==> config.mk <==
export PLATFORM = sky130hd
export DESIGN_NAME = mvm_ctrl
export DESIGN_NICKNAME = d
export VERILOG_FILES = /design/src/rtl/mvm_pkg.sv /design/src/rtl/mvm_ctrl.sv
export VERILOG_INCLUDE_DIRS = /design/src /design/src/rtl
export SDC_FILE = /design/constraint.sdc
export NUM_CORES = 1
export LEC_CHECK = 0
export BUFFER_PORTS_ARGS = -buffer_cell sky130_fd_sc_hd__buf_2
export CAP_MARGIN = 10
export CORE_MARGIN = 2
export CORE_UTILIZATION = 38
export DETAILED_ROUTE_END_ITERATION = 7
export PLACE_DENSITY = 0.84
export SETUP_SLACK_MARGIN = 0.05
export SLEW_MARGIN = 10
export SYNTH_ARGS = -nofsm -noshare
export SYNTH_HDL_FRONTEND = slang
export SYNTH_SLANG_ARGS = --single-unit
==> constraint.sdc <==
create_clock -name clk -period 1.2 [get_ports clk]
set_input_delay 0.12 -clock clk [delete_from_list [all_inputs] [get_ports clk]]
set_output_delay 0.12 -clock clk [all_outputs]
set_load 0.02 [all_outputs]
==> src/rtl/assert_macros.svh <==
// assertion macros shared by the mixer rtl
`ifndef ASSERT_MACROS_SVH
`define ASSERT_MACROS_SVH

// clocked assertion, off while reset is held
`define MVM_ASSERT(name, clk, rst_n, prop) \
  name: assert property (@(posedge clk) disable iff (!rst_n) prop) \
    else $error("mixer assertion failed");

// clocked assertion, checked in reset too
`define MVM_ASSERT_ALWAYS(name, clk, prop) \
  name: assert property (@(posedge clk) prop) \
    else $error("mixer assertion failed");

`endif

==> src/rtl/mvm_pkg.sv <==
// package: types, codes and defaults of the voice mixer
`default_nettype none
package mvm_pkg;

  localparam int NUM_VOICES_DEF    = 64;
  localparam int STREAM_VOICES_DEF = 16;
  localparam int RING_FRAMES_DEF   = 4096;
  localparam int SAMPLE_FRAMES_DEF = 65536;

  typedef enum logic [2:0] {
    CMD_WRITE = 3'd0,
    CMD_START = 3'd1,
    CMD_STOP  = 3'd2,
    CMD_PUSH  = 3'd3,
    CMD_MIX   = 3'd4
  } cmd_t;

  localparam logic [1:0] STAT_MIXED   = 2'd0;
  localparam logic [1:0] STAT_PUSHED  = 2'd1;
  localparam logic [1:0] STAT_DROPPED = 2'd2;

  typedef enum logic [3:0] {
    ST_IDLE,
    ST_EXEC,
    ST_FLAG,
    ST_FETCH,
    ST_LERP,
    ST_ROUND,
    ST_MUL,
    ST_ACC,
    ST_WRAP,
    ST_OUT
  } state_t;

  typedef struct packed {
    logic load;
    logic exec;
    logic mix_init;
    logic next_voice;
    logic end_voice;
    logic fetch;
    logic lerp;
    logic round;
    logic mul;
    logic acc;
    logic wrap;
    logic emit;
  } dp_ctl_t;

  typedef struct packed {
    logic [2:0] cmd;
    logic       play;
    logic       stream;
    logic       ended;
    logic       empty;
    logic       stop_req;
    logic       last;
    logic       over;
    logic       loop;
    logic       wrap_more;
  } dp_stat_t;

  typedef struct packed {
    logic [15:0] base;
    logic [16:0] len;
    logic [18:0] step;
    logic [15:0] gain;
    logic [15:0] pan_l;
    logic [15:0] pan_r;
  } voice_t;

endpackage
`default_nettype wire

==> src/rtl/mvm_ctrl.sv <==
// controller: command sequencing and per-voice mix walk
`default_nettype none
`include "assert_macros.svh"
module mvm_ctrl (
  input  logic              clk,
  input  logic              rst_n,
  input  logic              start,
  output logic              busy,
  output mvm_pkg::dp_ctl_t  ctl,
  input  mvm_pkg::dp_stat_t stat
);
  import mvm_pkg::*;

  state_t state_r, state_nxt;

  always_ff @(posedge clk) begin
    if (!rst_n) begin
      state_r <= ST_IDLE;
    end else begin
      state_r <= state_nxt;
    end
  end

  always_comb begin
    ctl       = '0;
    state_nxt = state_r;
    busy      = 1'b1;
    unique case (state_r)
      ST_IDLE: begin
        busy = 1'b0;
        if (start) begin
          ctl.load  = 1'b1;
          state_nxt = ST_EXEC;
        end
      end
      ST_EXEC: begin
        if (stat.cmd == CMD_MIX) begin
          ctl.mix_init = 1'b1;
          state_nxt    = ST_FLAG;
        end else begin
          ctl.exec  = 1'b1;
          state_nxt = ST_IDLE;
        end
      end
      ST_FLAG: begin
        if (stat.play) begin
          state_nxt = ST_FETCH;
        end else if (stat.last) begin
          state_nxt = ST_OUT;
        end else begin
          ctl.next_voice = 1'b1;
        end
      end
      ST_FETCH: begin
        ctl.fetch = 1'b1;
        if (stat.stream ? stat.empty : stat.ended) begin
          ctl.end_voice = !stat.stream || stat.stop_req;
          if (stat.last) begin
            state_nxt = ST_OUT;
          end else begin
            ctl.next_voice = 1'b1;
            state_nxt      = ST_FLAG;
          end
        end else begin
          state_nxt = ST_LERP;
        end
      end
      ST_LERP: begin
        ctl.lerp  = 1'b1;
        state_nxt = ST_ROUND;
      end
      ST_ROUND: begin
        ctl.round = 1'b1;
        state_nxt = ST_MUL;
      end
      ST_MUL: begin
        ctl.mul   = 1'b1;
        state_nxt = ST_ACC;
      end
      ST_ACC: begin
        ctl.acc = 1'b1;
        if (!stat.stream && stat.over && stat.loop) begin
          state_nxt = ST_WRAP;
        end else begin
          ctl.end_voice = !stat.stream && stat.over;
          if (stat.last) begin
            state_nxt = ST_OUT;
          end else begin
            ctl.next_voice = 1'b1;
            state_nxt      = ST_FLAG;
          end
        end
      end
      ST_WRAP: begin
        ctl.wrap = 1'b1;
        if (!stat.wrap_more) begin
          if (stat.last) begin
            state_nxt = ST_OUT;
          end else begin
            ctl.next_voice = 1'b1;
            state_nxt      = ST_FLAG;
          end
        end
      end
      ST_OUT: begin
        ctl.emit  = 1'b1;
        state_nxt = ST_IDLE;
      end
      default: begin
        state_nxt = ST_IDLE;
      end
    endcase
  end

  `MVM_ASSERT(a_accept_goes_busy, clk, rst_n, start && !busy |=> busy)

endmodule
`default_nettype wire

* After elaboration in Yosys (flattened, before gate mapping)
Index checks and enable logic that the tools add are counted.
** Word-level totals
- Output and inout bits :: 13
- Register bits after elaboration :: 4
- Logic and storage cells :: 50
- Input port bits :: 15
** Operators by class
- Eq/ne operators :: 13
- Reductions and logical operators :: 6
- Muxes and demuxes :: 30
** Operators with widths (count)
- $pmux 4 s9 :: 1
- $mux 4 :: 7
- $eq 4x3->1 const B :: 4
- $mux 1 :: 16
- $eq 4x2->1 const B :: 2
- $eq 4x4->1 const B :: 2
- $mux 2 :: 4
- $eq 4x1->1 const B :: 1
- $logic_not 4->1 :: 1
- $ne 2x2->1 const B :: 2
- $pmux 1 s4 :: 1
- $eq 3x3->1 const B :: 1
- $ne 3x3->1 const B :: 1
- $reduce_and 3->1 :: 1
- $logic_and 1x1->1 :: 2
- $pmux 1 s2 :: 1
- $logic_not 1->1 :: 1
- $logic_or 1x1->1 :: 1

* Depth between registers and ports, before layout
Gate-level depths: netlist of the first run.
- Word-level depth :: 5
- Gate-level depth with buffers :: 5
- Gate-level depth less buffers :: 4

* Worst setup path after synthesis of the first run
Ideal clock, no wire load.
- Path kind :: reg-to-output
- Start point :: reg state_r[0]
- End point :: out ctl[10] (netlist name)
- Setup slack :: -0.379 ns
- Buffers on the path :: 1
- Stages on the path, launching flop included :: 4
- Data arrival time :: 1.459 ns
- Required time :: 1.080 ns
- Cells stage by stage :: dfxtp_1 -> buf_2 -> or2b_1 -> nor4_1
** RTL lines
- start: declaration :: RTL line mvm_ctrl.sv:14 : state_t state_r, state_nxt;
- start signal: assignment :: RTL line mvm_ctrl.sv:20 : state_r <= state_nxt;
- end: declaration :: RTL line mvm_ctrl.sv:9 : output mvm_pkg::dp_ctl_t ctl,

==> out/metrics.cfg, run 1 <==
[drt]
dr.first_iter.drc_count = 50
drt_pre_antenna_iters = 4
drt-total-wl_um = 3480
wire_per_inst_um = 25.6
mean_number_of_vias_per_cell = 6.78
detailroute.via_count = 922
drc_violation_count_after_routing = 0
detail_route_antenna_nets = 0

[power]
power_leakage_nw = 0.529
comb_power_share = 0.406
sw_frac_of_total = 0.371
power-per-cell-area_mw_per_mm2 = 473
switching_power_mw = 0.212
seq_power_share = 0.257
power_frac_clock = 0.337
worst_ir_drop_vdd_uv = 470
internal_power_mw = 0.359

[clock_network]
cts_made_buffers = 3
clockRootBuffer = clkbuf_4
clock_path_buffers = 2
insertion_delay_ns = 0.26
htree_num_levels = 1
number_of_clock_sinks = 4
tritoncts = done
worst_setup_hold_path_clk_slew_ns = 0.05

[timing]
finalCritPeriodShare = 1.50
rsz0062_at_grt = true
finalSetupViolCount = 16
min_period_ns = 1.80
report.final.slew_viol_count = 0
timing.clock.skew_ns = 0.0190
fin_worst_hold_slack_ns = 0.170
slew-limit-headroom = 0.715
hold_viol = 0
worst_slew_pin_slew_ns = 0.426
final_setup_margin_ns = -0.599
achievable-frequency_mhz = 556

[placement]
hpwlAfterDp_um = 1430
number_of_port_buffers = 27
finalWeightedCongestion = 0.853
dp.cells = 122

[worst_setup_path]
crit_type = flop to primary output
crit_slowest_cell = dfxtp_4
cp_data_arrival_time_ns = 1.68
critical_path.top_delay_family = simple AND/OR/NAND/NOR gates
setup.worst_path.start = state_r[1]
critPathRequiredTime_ns = 1.08
worst_path_largest_cell_delay_ns = 0.38
critical_path.max_fanout = 7
crit_chain = and4bb_4 -> a22oi_2 -> a21oi_1 -> or2_1 -> buf_6
reg2reg_from = state_r[3]
worst_setup_path_end_kind = primary output
timing.critical_path.from_type = flop
critical_path_buf_inv_count = 1

[logic_synthesis]
synth_async_sr_flop_share = 0
largest_family_of_logic_cells_by_synthesized_area = simple AND/OR/NAND/NOR gates
synth-simple-area-share = 0.473
synth_area_um2 = 500
yosys.cell_count.top_type = nor2_1
synth.top_cells.by_area = dfxtp_1, nor2_1, nor4b_4
yosys_most_used_dff = dfxtp_1
synthTopCellsByCount = nor2_1, a21oi_1, dfxtp_1
yosysTopAreaCellShare = 0.160
synth_cell_types = 38
post_synth_inst_count = 62
yosysTopAreaCell = dfxtp_1
synth_fp_nets = 77
share_of_synthesized_cell_area_in_full_adder_half_adder_and_majority_cells = 0
yosysWarningCount = 0
synth_area_per_cell_um2 = 8.07
postSynthRegisterBits = 4
synth_sequential_area_ratio = 0.160
synth_mux_area_frac = 0.0225
synth_enable_flop_cells = 0
synth-compound-area-share = 0.275
synth-xor-area-share = 0

[grt]
global_route_wire_length_before_repair_um = 3480
grt_start_max_net_pins = 9
globalRoute.totalOverflow = 0
antenna_found_initial = 0
vias_in_the_first_global_route = 771
grt_util_all_layers = 0.338

[layout]
largest_register = state_r
regs_by_ff_count = state_r: 4 flops
area.growth.synth_to_final_pct = 141
post_route_cells_drive_above_1_share = 0.818
final-instance-count-excl-fill = 136
largest_register_ff_count = 4
diodes = 0
final_net_count = 138

[floorplanning]
top_level_ports = 28
row_count = 13
dieArea_mm2 = 0.00162
initial_standard_cell_utilization_of_the_core = 0.394
fp.dieW_um = 40.3
dieHeight_um = 40.3
area_inside_the_core_boundary_mm2 = 0.00127

[worst_hold_path]
worst_hold_path_type = input port to flop
source_of_the_worst_hold_timing_path = stat[0]

[status]
violations_in_the_final_reports = setup timing
outcome = complete, but fails checks

[job]
cap_viol_max_count = 0

==> per-stage QoR <==
step                setup slack (ns)  power (mW)  setup TNS (ns)  cell area (um2)  utilization
floorplan                     -0.203       0.238          -0.896              566            -
global placement              -0.211       0.304           -1.21              847        0.668
detailed placement            -0.312       0.311           -1.93              847        0.668
CTS                           -0.391       0.505           -3.91             1060        0.832
global route                  -0.609       0.597           -5.82             1210        0.952
finish                        -0.599       0.571           -5.18             1210        0.952
==> area by class of cell <==
| class | instances | area [um2] |
|---|---|---|
| fill | 30 | 61.3 |
| clock buffer | 3 | 22.5 |
| multi-input combinational | 52 | 567 |
| tap | 15 | 18.8 |
| inverter | 2 | 7.51 |
| sequential | 4 | 92.6 |
| timing repair buffer | 60 | 499 |
==> kinds of logic after synthesis <==
kind of cell    after synthesis
buf+inv                       6
compound gates               18
mux                           1
flops                         4
simple gates                 33
==> power groups by stage <==
stage | Combinational, mW | Sequential [mW] | Clock, mW
after CTS | 0.181 | 0.145 | 0.178
after global placement | 0.154 | 0.149 | 0
after floorplan | 0.0920 | 0.146 | 0
final | 0.232 | 0.147 | 0.192
after detailed placement | 0.160 | 0.151 | 0
after global routing | 0.241 | 0.147 | 0.209
==> routing by layer <==
metal  routed length (um)  track usage
met5                    0            0
met4                  250        0.150
met3                  343        0.117
met2                 1680        0.601
met1                 1200        0.356
==> cell usage in the layout, fill, tap and decap left out, drive strengths merged, types with 3 or more instances in the layout <==
master / n
nor2: 7
clkbuf: 3
a21oi: 4
buf: 60
dfxtp: 4
nand2: 3
nor3b: 3
nand2b: 3
==> final timing paths <==
| path | to | slack (ns) | cells past startpoint |
|---|---|---|---|
| worst max-delay path | ctl[8] | -0.60 | 5 |
| worst min-delay path | state_r[3] | 0.17 | 2 |
| worst max register to register | state_r[3] | -0.38 | 7 |
| worst min register to register | state_r[2] | 0.51 | 1 |
==> repair_timing <==
action	CTS	global route
hold buffers	0	0
hold endpoints to repair	0	0
setup buffers	7	6
pin swaps	8	6
setup endpoints to repair	17	17
gates resized for setup	39	26
No activity file was read; power rests on OpenSTA's default activity.
==> inputs of run 2 (changes only) <==
CELL_PAD_IN_SITES_DETAIL_PLACEMENT = 0   (was default)
CELL_PAD_IN_SITES_GLOBAL_PLACEMENT = 1   (was default)
CORE_ASPECT_RATIO = 0.7   (was default)
CORE_UTILIZATION = 26   (was 38)
==> run 2 against run 1 <==
Net effect: the run still ends with setup timing left; wire length is 35% lower; worst hold slack worse by 0.0039 ns; cell area decreased by 1.3%; clock-buffer cell count did not move; sequential power is 4% lower; combinational power decreased by 3%; global-route usage is 15 points lower; sequential cell count is the same.
==> out/metrics.cfg, run 2 (synthesized netlist as in run 1, its figures left out) <==
[timing]
hold_viol = 0  ; unchanged
report.final.slew_viol_count = 0  ; unchanged
final_setup_margin_ns = -0.437  ; +0.162 ns
achievable-frequency_mhz = 611  ; +9.9%
finalCritPeriodShare = 1.36  ; -0.135
finalSetupViolCount = 16  ; unchanged
rsz0062_at_grt = true
slew-limit-headroom = 0.741  ; +0.0256
timing.clock.skew_ns = 0.0116  ; -0.00749 ns
fin_setup_tns_ns = -4.48  ; +0.703 ns
fin_worst_hold_slack_ns = 0.166  ; -0.00390 ns
worst_slew_pin_slew_ns = 0.388  ; -0.0383 ns
min_period_ns = 1.64  ; -0.162 ns

[status]
outcome = complete, but fails checks
violations_in_the_final_reports = setup timing

[clock_network]
post_cts_hold_buffer_count = 0  ; unchanged
worst_setup_hold_path_clk_slew_ns = 0.05  ; about the same
number_of_clock_sinks = 4  ; unchanged
tritoncts = done
htree_num_levels = 1  ; unchanged
clockRootBuffer = clkbuf_4
cts_made_buffers = 3  ; unchanged
clock_path_buffers = 2  ; unchanged
insertion_delay_ns = 0.26  ; about the same

[layout]
final-instance-count-excl-fill = 142  ; +4.4%
diodes = 0  ; unchanged
multiInputGateArea_um2 = 524  ; -7.5%
area.growth.synth_to_final_pct = 138
final_core_utilization = 0.648  ; -0.304
largest_register_ff_count = 4  ; unchanged
layout.cells.most_common_list = buf_6, buf_4, buf_2
final_common_cell = buf_6
largest_register = state_r
final_net_count = 137  ; -0.72%
fill_cells = 136  ; +350%
seqCellArea_um2 = 95.1  ; +2.7%
post_route_cells_drive_above_1_share = 0.758  ; -0.0598
regs_by_ff_count = state_r: 4 flops

[grt]
globalRoute.totalOverflow = 0  ; unchanged
grt_start_max_net_pins = 11  ; +2
vias_in_the_first_global_route = 704  ; -8.7%
antenna_found_initial = 0  ; unchanged
grt_util_all_layers = 0.185  ; -0.153
global_route_wire_length_before_repair_um = 3110  ; -11%

[drt]
drt-total-wl_um = 2270  ; -35%
dr.first_iter.drc_count = 9  ; -82%
detail_route_antenna_nets = 0  ; unchanged
wire_per_inst_um = 16.0  ; -37%
mean_number_of_vias_per_cell = 5.18  ; -24%
drc_violation_count_after_routing = 0  ; unchanged
drt_pre_antenna_iters = 3  ; -1
detailroute.via_count = 736  ; -20%

[worst_setup_path]
critical_path_buf_inv_count = 1  ; unchanged
worst_setup_path_end_kind = primary output
critical_path.top_delay_family = simple AND/OR/NAND/NOR gates
rr_worst_depth = 5  ; -2
reg2reg_slack_ns = -0.38  ; about the same
critPathRequiredTime_ns = 1.08  ; about the same
cp_data_arrival_time_ns = 1.52  ; -0.16 ns
timing.critical_path.from_type = flop
worst_path_largest_cell_delay_ns = 0.37  ; about the same
crit_slowest_cell = dfxtp_4
crit_chain = and4bb_4 -> a22oi_2 -> a21oi_1 -> or2_1 -> buf_6
critical_path.max_fanout = 6  ; -1
crit_cells = 5  ; unchanged
crit_type = flop to primary output

[floorplanning]
initial_standard_cell_utilization_of_the_core = 0.272  ; -0.122
dieHeight_um = 40.7  ; +1.0%
area_inside_the_core_boundary_mm2 = 0.00184  ; +45%
row_count = 13  ; unchanged
top_level_ports = 28  ; unchanged
dieArea_mm2 = 0.00230  ; +42%
fp.dieW_um = 56.4  ; +40%

[worst_hold_path]
worst_hold_path_type = input port to flop
min_delay_path_depth = 2  ; unchanged

[job]
cap_viol_max_count = 0  ; unchanged

[placement]
number_of_port_buffers = 27  ; unchanged
dp.cells = 131  ; +7.4%
finalWeightedCongestion = 0.896  ; +5.1%
hpwlAfterDp_um = 1340  ; -5.8%

[power]
power-per-cell-area_mw_per_mm2 = 467  ; -1.2%
worst_ir_drop_vdd_uv = 395  ; -16%
total_power_mw = 0.556  ; -2.5%
power_leakage_nw = 0.526  ; -0.58%

run 2: cell count changes in the layout (fill, tap and decap cells not counted), sizes merged:
cell  previous run  this run
buf             60        59
run 2: worst paths after layout:
| kind | endpoint | from |
|---|---|---|
| setup / recovery | ctl[8] | state_r[1] |
| hold / removal | state_r[3] | stat[0] |
| setup reg to reg | state_r[3] | state_r[1] |
| hold reg to reg | state_r[2] | state_r[3] |
run 2: metal layers:
layer  part of all wire  track usage  vias up
met3              0.039       0.0568        5
li1                   -            -      357
met4              0.011       0.0774        0
met1               0.42        0.194      355
met5                  0            0        -
met2               0.53        0.366       19
run 2: where the power goes:
group / switching, mW / internal [mW] / leakage [nW] / total [mW]
sequential: 0.00978 / 0.132 / 0.0355 / 0.141
combinational: 0.102 / 0.123 / 0.477 / 0.225
clock: 0.0772 / 0.113 / 0.0138 / 0.191
run 2: area by class of cell:
class / instances / share of cell area
clock buffer: 3 / 0.0189
tap: 22 / 0.0231
sequential: 4 / 0.0798
multi-input combinational: 52 / 0.440
inverter: 2 / 0.00630
timing repair buffer: 59 / 0.432
run 2: repair_timing:
item,in CTS,in global routing
gates resized for setup,41,25
setup endpoints to repair,17,17
setup buffers,5,6
endpoints found under the hold margin,0,0
pin swaps,4,11
run 2: per-stage QoR:
stage,instance area (um2),setup slack (ns)
after floorplan,566,-0.203
after global placement,871,-0.233
after detailed placement,871,-0.257
after CTS,1060,-0.438
after global routing,1190,-0.488
final,1190,-0.437
